===== config.mk =====
export PLATFORM = sky130hd
export DESIGN_NAME = evpv_ctrl
export DESIGN_NICKNAME = d
export VERILOG_FILES = /design/src/hdl/evpv_pkg.sv /design/src/hdl/evpv_ctrl.sv
export SDC_FILE = /design/constraint.sdc
export NUM_CORES = 1
export LEC_CHECK = 0
export ABC_AREA = 0
export BUFFER_PORTS_ARGS = -buffer_cell sky130_fd_sc_hd__buf_4
export CAP_MARGIN = 20
export CORE_MARGIN = 3
export CORE_UTILIZATION = 63
export DETAILED_ROUTE_END_ITERATION = 7
export PLACE_DENSITY = 0.94
export SLEW_MARGIN = 20
export SYNTH_ARGS = -nofsm -noshare
export SYNTH_HDL_FRONTEND = slang
export SYNTH_SLANG_ARGS = --single-unit

===== constraint.sdc =====
create_clock -name clk_i -period 5.86 [get_ports clk_i]
set_input_delay 1.172 -clock clk_i [delete_from_list [all_inputs] [get_ports clk_i]]
set_output_delay 1.172 -clock clk_i [all_outputs]
set_load 0.02 [all_outputs]

===== src/hdl/evpv_pkg.sv =====
// Shared types, constants and codes of the ellipsoid voxel classifier.
package evpv_pkg;

  localparam int unsigned SUBSTEPS_DEF   = 9;
  localparam int unsigned INDEX_BITS_DEF = 10;

  localparam int unsigned CENTRE_W = 24;
  localparam int unsigned WEIGHT_W = 32;
  localparam int unsigned CFG_IDX_W = 3;
  localparam int unsigned CFG_DATA_W = 32;
  localparam int unsigned KIND_W = 2;
  localparam int unsigned SAMPLES_W = 10;
  localparam int unsigned OFF_W = 14;    // signed Q.12 offset, covers +-1 voxel
  localparam int unsigned TERM_W = 30;   // clamped per-axis term
  localparam int unsigned CNT_W = 13;    // up to 16^3 samples
  localparam int unsigned GIDX_W = 4;    // grid index 0..SUBSTEPS
  localparam int unsigned FRAC_BITS = 12;
  localparam int unsigned ONE_Q12 = 4096;
  localparam int unsigned HALF_Q12 = 2048;

  localparam logic [31:0] INSIDE_LIMIT = 32'd268435483;
  localparam logic [TERM_W-1:0] TERM_BIG = TERM_W'(30'h2000_0000);
  localparam logic [WEIGHT_W-1:0] WEIGHT_ONE = 32'h1000_0000;

  // configuration register indexes
  typedef enum logic [CFG_IDX_W-1:0] {
    CFG_CENTRE_X = 3'd0,
    CFG_CENTRE_Y = 3'd1,
    CFG_CENTRE_Z = 3'd2,
    CFG_WEIGHT_X = 3'd3,
    CFG_WEIGHT_Y = 3'd4,
    CFG_WEIGHT_Z = 3'd5,
    CFG_PARTIAL  = 3'd6
  } cfg_idx_e;

  typedef enum logic [KIND_W-1:0] {
    KIND_BG      = 2'd0,
    KIND_FULL    = 2'd1,
    KIND_PARTIAL = 2'd2
  } kind_e;

  typedef enum logic [2:0] {
    ST_IDLE,
    ST_NEIGH,
    ST_NDRAIN,
    ST_GRID,
    ST_GDRAIN,
    ST_DONE
  } state_e;

  // controller to datapath
  typedef struct packed {
    logic                    load_vox;
    logic                    clear;
    logic                    issue;
    logic                    tag;      // point is the voxel centre
    logic signed [OFF_W-1:0] off_x;
    logic signed [OFF_W-1:0] off_y;
    logic signed [OFF_W-1:0] off_z;
  } dp_cmd_t;

  // datapath to controller
  typedef struct packed {
    logic             busy;
    logic             centre_in;
    logic             partial;
    logic [CNT_W-1:0] count;
  } dp_status_t;

endpackage


===== src/hdl/evpv_ctrl.sv =====
// Controller: sequences the seven point tests and the sample grid, holds the result.
module evpv_ctrl
  import evpv_pkg::*;
#(
  parameter int unsigned SUBSTEPS = SUBSTEPS_DEF
) (
  input  logic                 clk_i,
  input  logic                 rst_ni,
  input  logic                 in_valid_i,
  output logic                 in_stall_o,
  output logic                 out_valid_o,
  input  logic                 out_stall_i,
  output logic [KIND_W-1:0]    voxel_kind_o,
  output logic [SAMPLES_W-1:0] inside_samples_o,
  input  dp_status_t           status_i,
  output dp_cmd_t              cmd_o
);
  localparam int unsigned STEP_Q = ONE_Q12 / SUBSTEPS;
  localparam int unsigned STEP_R = ONE_Q12 % SUBSTEPS;
  localparam int unsigned REM0   = SUBSTEPS / 2;

  typedef struct packed {
    logic signed [OFF_W-1:0] off;
    logic [GIDX_W-1:0]       rem;
  } grid_t;

  // next grid offset: -0.5 + a/SUBSTEPS, rounded, kept as quotient and remainder
  function automatic grid_t grid_step(grid_t g);
    logic [GIDX_W:0] r;
    grid_t n;
    r = {1'b0, g.rem} + (GIDX_W + 1)'(STEP_R);
    if (r >= (GIDX_W + 1)'(SUBSTEPS)) begin
      n.rem = GIDX_W'(r - (GIDX_W + 1)'(SUBSTEPS));
      n.off = g.off + OFF_W'(STEP_Q) + OFF_W'(1);
    end else begin
      n.rem = r[GIDX_W-1:0];
      n.off = g.off + OFF_W'(STEP_Q);
    end
    return n;
  endfunction

  localparam grid_t GRID0 = '{off: -OFF_W'(HALF_Q12), rem: GIDX_W'(REM0)};

  state_e state_q, state_d;
  logic [2:0]        pt_q;
  logic [GIDX_W-1:0] ia_q, ib_q, ie_q;
  grid_t             ga_q, gb_q, ge_q;
  kind_e             res_q;
  logic              out_valid_q;
  logic [KIND_W-1:0] kind_q;
  logic [SAMPLES_W-1:0] samp_q;
  logic              in_xfer, out_free, grid_last, ndone;
  kind_e             decide;

  assign in_stall_o = (state_q != ST_IDLE);
  assign in_xfer   = in_valid_i && !in_stall_o;
  assign out_free  = !out_valid_q || !out_stall_i;
  assign grid_last = (ia_q == GIDX_W'(SUBSTEPS)) && (ib_q == GIDX_W'(SUBSTEPS))
                  && (ie_q == GIDX_W'(SUBSTEPS));
  assign ndone     = (pt_q == 3'd6);

  // outcome of the seven point tests
  always_comb begin
    if (status_i.count == CNT_W'(7))        decide = KIND_FULL;
    else if (status_i.count == '0)          decide = KIND_BG;
    else if (status_i.partial)              decide = KIND_PARTIAL;
    else if (status_i.centre_in)            decide = KIND_FULL;
    else                                    decide = KIND_BG;
  end

  // next state
  always_comb begin
    state_d = state_q;
    unique case (state_q)
      ST_IDLE:   if (in_xfer) state_d = ST_NEIGH;
      ST_NEIGH:  if (ndone) state_d = ST_NDRAIN;
      ST_NDRAIN: if (!status_i.busy) state_d = (decide == KIND_PARTIAL) ? ST_GRID : ST_DONE;
      ST_GRID:   if (grid_last) state_d = ST_GDRAIN;
      ST_GDRAIN: if (!status_i.busy) state_d = ST_DONE;
      ST_DONE:   if (out_free) state_d = ST_IDLE;
      default:   state_d = ST_IDLE;
    endcase
  end

  // commands
  always_comb begin
    cmd_o = '0;
    unique case (state_q)
      ST_IDLE: begin
        cmd_o.load_vox = in_xfer;
        cmd_o.clear    = in_xfer;
      end
      ST_NEIGH: begin
        cmd_o.issue = 1'b1;
        unique case (pt_q)
          3'd0:    cmd_o.tag = 1'b1;
          3'd1:    cmd_o.off_x = OFF_W'(ONE_Q12);
          3'd2:    cmd_o.off_x = -OFF_W'(ONE_Q12);
          3'd3:    cmd_o.off_y = OFF_W'(ONE_Q12);
          3'd4:    cmd_o.off_y = -OFF_W'(ONE_Q12);
          3'd5:    cmd_o.off_z = OFF_W'(ONE_Q12);
          3'd6:    cmd_o.off_z = -OFF_W'(ONE_Q12);
          default: ;
        endcase
      end
      ST_NDRAIN: cmd_o.clear = !status_i.busy && (decide == KIND_PARTIAL);
      ST_GRID: begin
        cmd_o.issue = 1'b1;
        cmd_o.off_x = ga_q.off;
        cmd_o.off_y = gb_q.off;
        cmd_o.off_z = ge_q.off;
      end
      default: ;
    endcase
  end

  always_ff @(posedge clk_i or negedge rst_ni) begin
    if (!rst_ni) state_q <= ST_IDLE;
    else         state_q <= state_d;
  end

  // point and grid counters, innermost axis is z
  always_ff @(posedge clk_i) begin
    if (state_q == ST_IDLE) pt_q <= 3'd0;
    else if (state_q == ST_NEIGH) pt_q <= pt_q + 3'd1;
    if (state_q != ST_GRID) begin
      ia_q <= '0; ib_q <= '0; ie_q <= '0;
      ga_q <= GRID0; gb_q <= GRID0; ge_q <= GRID0;
    end else if (ie_q != GIDX_W'(SUBSTEPS)) begin
      ie_q <= ie_q + GIDX_W'(1);
      ge_q <= grid_step(ge_q);
    end else begin
      ie_q <= '0;
      ge_q <= GRID0;
      if (ib_q != GIDX_W'(SUBSTEPS)) begin
        ib_q <= ib_q + GIDX_W'(1);
        gb_q <= grid_step(gb_q);
      end else begin
        ib_q <= '0;
        gb_q <= GRID0;
        ia_q <= ia_q + GIDX_W'(1);
        ga_q <= grid_step(ga_q);
      end
    end
    if (state_q == ST_NDRAIN) res_q <= decide;
  end

  // result register, parts the output side from the work
  always_ff @(posedge clk_i or negedge rst_ni) begin
    if (!rst_ni) begin
      out_valid_q <= 1'b0;
    end else if (state_q == ST_DONE && out_free) begin
      out_valid_q <= 1'b1;
    end else if (!out_stall_i) begin
      out_valid_q <= 1'b0;
    end
  end

  always_ff @(posedge clk_i) begin
    if (state_q == ST_DONE && out_free) begin
      kind_q <= res_q;
      samp_q <= (res_q == KIND_PARTIAL) ? status_i.count[SAMPLES_W-1:0] : '0;
    end
  end

  assign out_valid_o      = out_valid_q;
  assign voxel_kind_o     = kind_q;
  assign inside_samples_o = samp_q;
endmodule


**Yosys cells after proc, flatten, opt, wreduce, memory -nomap -nowiden**

Index checks and enable logic that the tools add are counted.
W data, S select, Z words.

- Word-level logic and storage cells: 109
- Bits of input ports: 20
- Output and inout bits: 60
- Register bits: 87

- Reduce and logical (&&, ||, !) cells: 18
- Magnitude comparators: 3
- Bitwise operators: 2
- Add/subtract/negate cells: 16
- Mux-type cells: 28
- Equal/unequal tests: 27

Operators with widths:

| operator | count |
|---|---|
| $pmux W14 S2 | 3 |
| $pmux W42 S2 | 1 |
| $mux W18 | 4 |
| $add A14 B1 Y14 const B | 3 |
| $add A14 B9 Y14 const B | 3 |
| $mux W3 | 7 |
| $pmux W3 S6 | 1 |
| $add A4 B1 Y5 const B | 3 |
| $eq A3 B3 Y1 const B | 5 |
| $ge A5 B4 Y1 const B | 3 |
| $eq A13 B3 Y1 const B | 1 |
| $logic_not A13 Y1 | 1 |
| $add A4 B1 Y4 const B | 3 |
| $eq A3 B2 Y1 const B | 4 |
| $eq A4 B4 Y1 const B | 3 |
| $ne A2 B2 Y1 const B | 6 |
| $sub A4 B4 Y4 const B | 3 |
| $ne A4 B4 Y1 const B | 2 |
| $mux W1 | 7 |
| $eq A3 B1 Y1 const B | 2 |
| $logic_not A3 Y1 | 2 |
| $mux W2 | 3 |
| $reduce_and A6 Y1 | 1 |
| $logic_and A1 B1 Y1 | 5 |
| other kinds (12) | 18 |

**Longest topological paths before layout**

Gate-level depths: netlist of run 1.

- Word-level depth: 8
- Depth in mapped cells: 11
- Depth with buffers taken out: 9

**Least setup slack after synthesis of run 1**

OpenSTA, ideal clock, no wires.

- Kind: in2out
- Start point: in status_i[12] in the netlist's numbering
- End point: out cmd_o[44] in the netlist's numbering
- Path buffers: 0
- Data arrival time: 2601 ps
- Required time: 4688 ps
- Setup slack: 2087 ps
- Stages on the path: 5
- Cells stage by stage: or4_1 nor4_1 o21ai_0 and3_1 a21o_1

RTL lines:

| what | line | RTL |
|---|---|---|
| start: declaration | evpv_ctrl.sv:15 | `input dp_status_t status_i,` |
| end: declaration | evpv_ctrl.sv:16 | `output dp_cmd_t cmd_o` |

==> impl_metrics.json, run 1 <==
{
  "post_cts.repair.setup_buffers": 0,
  "die_h_um": 102,
  "wl_per_cell_um": 16.2,
  "initial_core_util_pct": 65.7,
  "std_cell_rows": 34,
  "r2r_start": "state_q[1]",
  "synth_cell_types": 81,
  "p_total_w": 0.00196,
  "viasPerCell": 6.24,
  "first_iter_violations": 321,
  "fp.dieW_um": 102,
  "synth-seq-cells": 87,
  "synth_common_cells": "nor2_1, dfxtp_1, nand2_1, o21ai_0",
  "vias": 5571,
  "final_hold_viol_count": 0,
  "synth_edf_count": 14,
  "max_slew.worst_pin.slew_ns": 1.06,
  "status": "finished clean",
  "grt_first_pass_wirelength_mm": 23.6,
  "max_slew_margin_pct": 29.2,
  "synth_top_area_cell": "dfxtp_1",
  "rsz0062_at_grt": "false",
  "hpwlAfterDp_mm": 10.1,
  "worst_ep_required_time_ns": 4.69,
  "avgSynthCellArea_um2": 8.00,
  "clk_latency_ns": 0.36,
  "grt-ovfl-total": 0,
  "fin_crit_ns": 4.21,
  "n_fill_cell": 611,
  "postCtsResizedCells": 0,
  "fp.coreArea_um2": 8850,
  "synthCells": 727,
  "clock_path_buffers": 2,
  "antenna_cells": 0,
  "maxCapViolations": 0,
  "muxShareOfSynthArea_pct": 1.05,
  "track_usage_pct": 27.6,
  "grt_pass1_vias": 5216,
  "htree_levels": 3,
  "synthTopCellsByArea": "dfxtp_1, edfxtp_1, nor2_1, ha_1, xnor2_1",
  "async_flop_share_pct": 4.60,
  "hold_start": "ie_q[0]",
  "slew_viol_final": 0,
  "period_share_pct": 71.8,
  "setup_violations": 0,
  "cts_sinks": 87,
  "hold_path_class": "reg2reg",
  "drc": 0,
  "critPathArrivalTime_ns": 3.04,
  "startpoint": "status_i[12]",
  "root_buffer": "clkbuf_8",
  "synth_nets": 768,
  "tns_ns": 0,
  "synth_top_family_by_area": "simple AND/OR/NAND/NOR gates",
  "grt_start_max_net_pins": 40,
  "dr.pass1.iters": 6,
  "synthAdderAreaFrac_pct": 4.52,
  "routed_wirelength_mm": 14.4,
  "finClkSkew_ns": 0.0107,
  "synth_area_um2": 5810,
  "p_per_area_nw_per_um2": 296,
  "leakage_nw": 2.55,
  "area_delta_synth_final_pct": 13.8,
  "yosys.area_share.simple_pct": 30.1,
  "port_buffers": 79,
  "synth_top_area_share_pct": 23.8,
  "gp_congestion": 0.856,
  "ant_nets": 0,
  "fin_util_pct": 74.8,
  "peakVddDrop_mv": 0.204,
  "crit_type": "in2out",
  "clk_pin_slew_ns": 0.08,
  "crit_path_end_kind": "output pin",
  "dieArea_um2": 10400,
  "synth-xor-area-share_pct": 7.68,
  "io_pins": 80,
  "cts_buffers": 9,
  "synth-compound-area-share_pct": 18.8,
  "fmax_mhz": 238,
  "drive_above_1_share_pct": 15.8,
  "cp-start-kind": "input port",
  "fin_nets": 821,
  "critPathMaxFanout": 3,
  "ys_warn_count": 0,
  "postCtsHoldBufs": 0,
  "synth_flop_cell": "dfxtp_1",
  "antenna_found_initial": 0,
  "yosysSeqAreaShare_pct": 32.7,
  "synth_most_common_cell": "nor2_1",
  "tritoncts": "yes"
}
worst max-delay path, stage by stage:
cell	delay, ns
buf_4	0.11
or4_1	0.53
nor4_1	0.43
o21ai_0	0.23
and3_1	0.26
a21o_1	0.16
buf_4	0.15
routing by layer:
| metal | track usage (%) | wire, um |
|---|---|---|
| met1 | 34.8 | 6130 |
| met2 | 46.8 | 7050 |
| met3 | 3.14 | 866 |
| met4 | 13.5 | 376 |
| met5 | 0 | 0 |
report_power, final:
group | internal (W) | switching (W) | total [W]
combinational | 0.000263 | 0.000416 | 0.000679
clock | 0.000285 | 0.000229 | 0.000514
sequential | 0.000670 | 0.0000953 | 0.000765
cell type report:
cell class	count	area, um2	share of cell area, %
Multi-Input combinational cell	571	3620	54.7
Sequential cell	87	1900	28.7
Timing Repair Buffer	80	601	9.08
Tap cell	108	135	2.04
Clock buffer	9	124	1.87
Clock inverter	7	120	1.82
Inverter	31	116	1.76
registers in the layout (all words and copies together) (netlist names), 3 cells and up:
signal / cells
ge_q: 18
gb_q: 18
ia_q: 4
pt_q: 3
inside_samples_o: 10
ie_q: 4
state_q: 3
ib_q: 4
ga_q: 18
cell families after synthesis:
| family | Yosys count |
|---|---|
| fa+ha+maj | 21 |
| buf+inv | 69 |
| mux | 6 |
| compound gates | 164 |
| simple gates | 329 |
| flops | 87 |
| xor+xnor | 51 |
cells in the final DEF, fill, tap and decap left out, drive strengths merged, types with 3 or more instances in the layout:
cell type,netlist,final
nor2,91,91
buf,16,80
dfxtp,69,69
nand2,51,51
o21ai,51,51
a21oi,38,38
and2,37,37
inv,31,32
nor3,28,28
xnor2,27,27
xor2,24,24
nand3,21,21
ha,21,21
and3,18,18
edfxtp,14,14
nor2b,13,13
or3,12,12
a31oi,11,11
nand2b,9,9
nand4,9,9
clkbuf,21,9
nor3b,9,9
o22ai,7,7
o31ai,7,7
or2,7,7
a21o,6,6
o211ai,5,5
a211oi,5,5
mux2i,5,5
nand3b,5,5
and3b,4,4
dfrtp,4,4
nor4,4,4
a2111oi,4,4
or4,3,3
a22oi,3,3
nor4b,3,3
o21a,3,3
o21bai,3,3
bufinv,0,3
per-stage QoR:
stage	area [um2]	std cells	setup slack, ns	hold WS [ns]
global route	6620	893	1.53	0.483
global placement	6370	877	1.74	0.432
detailed placement	6370	877	1.68	0.441
floorplan	5810	727	2.09	0.418
CTS	6610	893	1.68	0.463
finish	6620	893	1.65	0.476
final timing paths:
kind,to,slack [ns],cells past startpoint
setup / recovery,cmd_o[44],1.65,7
hold / removal,ie_q[0],0.48,1
setup reg to reg,gb_q[13],2.89,6
hold reg to reg,ie_q[0],0.48,1
max in group asynchronous,state_q[0],5.17,1
min in group asynchronous,state_q[1],0.58,1
No activity file was read; power rests on OpenSTA's default activity.
==> run 2: changes to the inputs <==
- CORE_UTILIZATION: 63 -> 59
- PLACE_DENSITY: 0.94 -> 0.9
- clock period: 5.86 -> 4.3 ns (I/O delays scaled with it)
==> run 2 against run 1 <==
Effect of this change: non-clock buffer count up 3; largest cell class unchanged; routed wire length down 3.7%; design area about the same; clock power up 12%; flip-flop and latch count unchanged.
==> impl_metrics.json, run 2 (synthesized netlist as in run 1, its figures left out) <==
{
  "track_usage_pct": 25.1,
  "status": "finished clean",
  "hold_path_class": "in2async",
  "design_area_um2": 6610,
  "clk_pin_slew_ns": 0.09,
  "htree_levels": 3,
  "io_pins": 80,
  "first_iter_violations": 404,
  "cts_sinks": 87,
  "critPathArrivalTime_ns": 2.72,
  "critPathMaxFanout": 3,
  "crit_type": "in2out",
  "clk_latency_ns": 0.36,
  "fp.coreArea_um2": 9420,
  "rsz0062_at_grt": "false",
  "period_share_pct": 83.3,
  "max_slew.worst_pin.slew_ns": 0.915,
  "cts_buffers": 9,
  "setup_violations": 0,
  "seq_area_um2": 1900,
  "clock_path_buffers": 2,
  "final_hold_viol_count": 0,
  "worst-path-buf-inv": 2,
  "wl_per_cell_um": 15.1,
  "postCtsResizedCells": 0,
  "vias": 5479,
  "critPathSlowestCell": "or4_1",
  "grt_first_pass_wirelength_mm": 23.5,
  "drive_above_1_share_pct": 15.9,
  "initial_core_util_pct": 61.8,
  "pre_cts_slack_ns": 0.723,
  "max_slew_margin_pct": 38.8,
  "area_delta_synth_final_pct": 13.7,
  "drc": 0,
  "tritoncts": "yes",
  "std_cell_rows": 35,
  "crit_family": "simple AND/OR/NAND/NOR gates",
  "crit_path_frequent_cell": "buf_4",
  "crit_chain": "buf_4, or4_1, nor4_1, o21ai_0, and3_1, a21o_1, buf_4",
  "fp.dieW_um": 105,
  "grt_start_max_net_pins": 40,
  "grt_pass1_vias": 5194,
  "routed_wirelength_mm": 13.9,
  "leakage_nw": 2.54,
  "gp_congestion": 0.911,
  "antenna_found_initial": 0,
  "most-common-layout-cells": "nor2_1, buf_4, dfxtp_1",
  "dr.pass1.iters": 5,
  "max_stage_delay_ns": 0.53,
  "post_cts.repair.setup_buffers": 0,
  "n_fill_cell": 716,
  "port_buffers": 79,
  "multiInputGateArea_um2": 3610,
  "hpwlAfterDp_mm": 9.66,
  "viasPerCell": 5.97,
  "antenna_cells": 0,
  "fin_nets": 824,
  "postCtsHoldBufs": 0,
  "ant_nets": 0,
  "reg_top3": "ga_q (18), gb_q (18), ge_q (18)",
  "layout_commonest_cell": "nor2_1",
  "finalWorstSetupSlack_ns": 0.719,
  "maxCapViolations": 0,
  "cp-start-kind": "input port",
  "post_dp_cell_area_um2": 6410,
  "tns_ns": 0,
  "fmax_mhz": 279,
  "root_buffer": "clkbuf_8",
  "hold_ws_ns": 0.265,
  "dieArea_um2": 11100,
  "grt-ovfl-total": 0,
  "peakVddDrop_mv": 0.289,
  "worst_ep_required_time_ns": 3.44,
  "die_h_um": 105,
  "finClkSkew_ns": 0.0112,
  "crit_path_end_kind": "output pin",
  "fin_crit_ns": 3.58,
  "slew_viol_final": 0,
  "p_per_area_nw_per_um2": 386
}
==> run 2: changes by cell type in the layout (fill, tap and decap cells not counted), sizes merged <==
cell / before / now
inv: 32 / 33
clkbuf: 9 / 10
bufinv: 3 / 1
clkinvlp: 1 / 2
buf: 80 / 82
==> run 2: power breakdown <==
part / total, W / internal [W] / switching [W]
Combinational: 0.000932 / 0.000364 / 0.000568
Sequential: 0.00104 / 0.000913 / 0.000128
Clock: 0.000578 / 0.000270 / 0.000308
Total: 0.00255 / 0.00155 / 0.00100
==> run 2: cell type report <==
cell class	instances	share of cell area, %
Inverter	31	1.76
Timing Repair Buffer	83	9.42
Multi-Input combinational cell	571	54.7
Tap cell	129	2.44
Sequential cell	87	28.8
Clock buffer	9	1.87
Clock inverter	7	1.08
==> run 2: final timing paths <==
kind | startpoint | endpoint | slack, ns | depth (start not counted)
setup / recovery | status_i[12] | cmd_o[44] | 0.72 | 7
hold / removal | rst_ni | out_valid_o | 0.27 | 1
setup reg to reg | ge_q[0] | ge_q[15] | 1.33 | 9
hold reg to reg | res_q[1] | voxel_kind_o[1] | 0.48 | 0
max in group asynchronous | rst_ni | state_q[2] | 3.94 | 1
min in group clk_i | res_q[1] | voxel_kind_o[1] | 0.48 | 0
==> run 2: per-stage QoR <==
step	power [W]	utilization, %	std cells
floorplan	0.00169	-	727
CTS	0.00255	70.1	916
detailed placement	0.00196	68.1	900
global route	0.00270	70.2	917
global placement	0.00191	68.1	900
finish	0.00255	70.2	917
==> run 2: metal layers <==
metal  wire, um  vias up  GRT usage, %
met3        788       31          4.72
met5          0        -             0
met1       5980     2572          31.8
met2       6840      196          42.3
met4        279        0          9.84
li1           -     2680             -
==> run 3: changes to the inputs <==
- clock period: 4.3 -> 3.5 ns (I/O delays scaled with it)
==> run 3 against run 2 <==
Effect of this change: sequential share of layout area fell by 0.16 points; routed wire length grew 0.55%; die area is the same; via count shrank 0.22%; utilization grew 0.40 points; combinational power is 24% higher; critical path depth did not move; sequential power increased by 20%; highest routed layer unchanged.
==> impl_metrics.json, run 3 (synthesized netlist as in run 1, its figures left out) <==
{
  "post_cts.repair.setup_buffers": 0,
  "most-common-layout-cells": "nor2_1, buf_4, dfxtp_1",
  "crit_path_end_kind": "output pin",
  "period_share_pct": 92.6,
  "rsz0062_at_grt": "false",
  "grt-ovfl-total": 0,
  "p_clk_share_pct": 24.4,
  "hold_path_class": "in2async",
  "cp-endpoint": "cmd_o[44]",
  "viasPerCell": 5.95,
  "fin_crit_ns": 3.24,
  "design_area_um2": 6650,
  "max_slew.worst_pin.slew_ns": 1.04,
  "clk_pin_slew_ns": 0.10,
  "drc": 0,
  "setup_violations": 0,
  "power.switching_w": 0.00121,
  "status": "finished clean",
  "fin_nets": 826,
  "htree_levels": 3,
  "final_hold_viol_count": 0,
  "routed_wirelength_mm": 14.0,
  "postCtsResizedCells": 0,
  "dr.pass1.iters": 5,
  "r2r_start": "ge_q[0]",
  "grt_pass1_vias": 5187,
  "fin_util_pct": 70.6,
  "fp.dieW_um": 105,
  "gp_congestion": 0.920,
  "startpoint": "status_i[12]",
  "drive_above_1_share_pct": 16.1,
  "slew_viol_final": 0,
  "max_slew_margin_pct": 30.6,
  "leakage_nw": 2.56,
  "initial_core_util_pct": 61.8,
  "reg_top3": "ga_q (18), gb_q (18), ge_q (18)",
  "critPathArrivalTime_ns": 2.54,
  "crit_type": "in2out",
  "worst_ep_required_time_ns": 2.80,
  "p_per_area_nw_per_um2": 480,
  "finClkSkew_ns": 0.0137,
  "rr_worst_depth": 9,
  "dieArea_um2": 11100,
  "root_buffer": "clkbuf_8",
  "post_dp_cell_area_um2": 6430,
  "hpwlAfterDp_mm": 9.96,
  "area_delta_synth_final_pct": 14.4,
  "ant_nets": 0,
  "port_buffers": 79,
  "fp.coreArea_um2": 9420,
  "clk_latency_ns": 0.36,
  "fmax_mhz": 309,
  "antenna_found_initial": 0,
  "comb_power_share_pct": 36.3,
  "io_pins": 80,
  "antenna_cells": 0,
  "first_iter_violations": 367,
  "r2r_slack_ns": 0.67,
  "cts_sinks": 87,
  "seq_power_share_pct": 39.3,
  "grt_start_max_net_pins": 28,
  "maxCapViolations": 0,
  "track_usage_pct": 25.2,
  "critPathMaxFanout": 3,
  "std_cell_rows": 35,
  "tritoncts": "yes",
  "grt_first_pass_wirelength_mm": 23.7,
  "sw_frac_of_total_pct": 38.0,
  "die_h_um": 105,
  "clock_path_buffers": 2,
  "tns_ns": 0,
  "layout_commonest_cell": "nor2_1",
  "wl_per_cell_um": 15.2,
  "peakVddDrop_mv": 0.224,
  "cp-start-kind": "input port",
  "vias": 5467,
  "intPower_w": 0.00198,
  "cts_buffers": 9,
  "r2r_end": "ge_q[14]",
  "postCtsHoldBufs": 0
}
## run 3: power groups by stage
stage,clock [W],combinational [W],sequential [W]
after floorplan,0,0.000838,0.00123
after global placement,0,0.00110,0.00126
after detailed placement,0,0.00114,0.00127
after CTS,0.000781,0.00115,0.00125
after global routing,0.000818,0.00127,0.00127
final,0.000777,0.00116,0.00125
## run 3: worst max-delay path, cell delays in order
cell and delay (ns):
buf_4 0.11, or4_1 0.54, nor4_1 0.44, o21ai_0 0.19
and3_1 0.25, a21o_1 0.16, buf_4 0.15
## run 3: cell type report
cell class                      count  area [um2]
Tap cell                          129         161
Fill cell                         709        2770
Clock inverter                      6        86.3
Sequential cell                    87        1900
Multi-Input combinational cell    571        3620
Clock buffer                       10         128
Timing Repair Buffer               85         638
Inverter                           31         116
## run 3: worst min path at each step
stage	from	depth (start not counted)	to
2_1_floorplan	rst_ni	0	out_valid_o
3_3_place_gp	res_q[1]	0	voxel_kind_o[1]
6_report	rst_ni	1	state_q[0]
4_1_cts	rst_ni	1	state_q[0]
3_5_place_dp	res_q[1]	0	voxel_kind_o[1]
5_1_grt	rst_ni	1	state_q[0]
## run 3: through the flow
step	instances	hold slack [ns]	setup slack, ns	total power (W)
6_report	919	0.112	0.259	0.00319
5_1_grt	919	0.109	0.0248	0.00336
4_1_cts	919	0.108	0.251	0.00318
3_5_place_dp	903	0.435	0.247	0.00241
3_3_place_gp	903	0.426	0.273	0.00236
2_1_floorplan	727	0.404	0.671	0.00207
## run 3: layer usage
metal / up-vias / wire length [um] / track usage [%]
met5: - / 0 / 0
met4: 0 / 338 / 9.56
met3: 38 / 733 / 3.37
met2: 196 / 6900 / 44.7
met1: 2553 / 6000 / 31.0
li1: 2680 / - / -
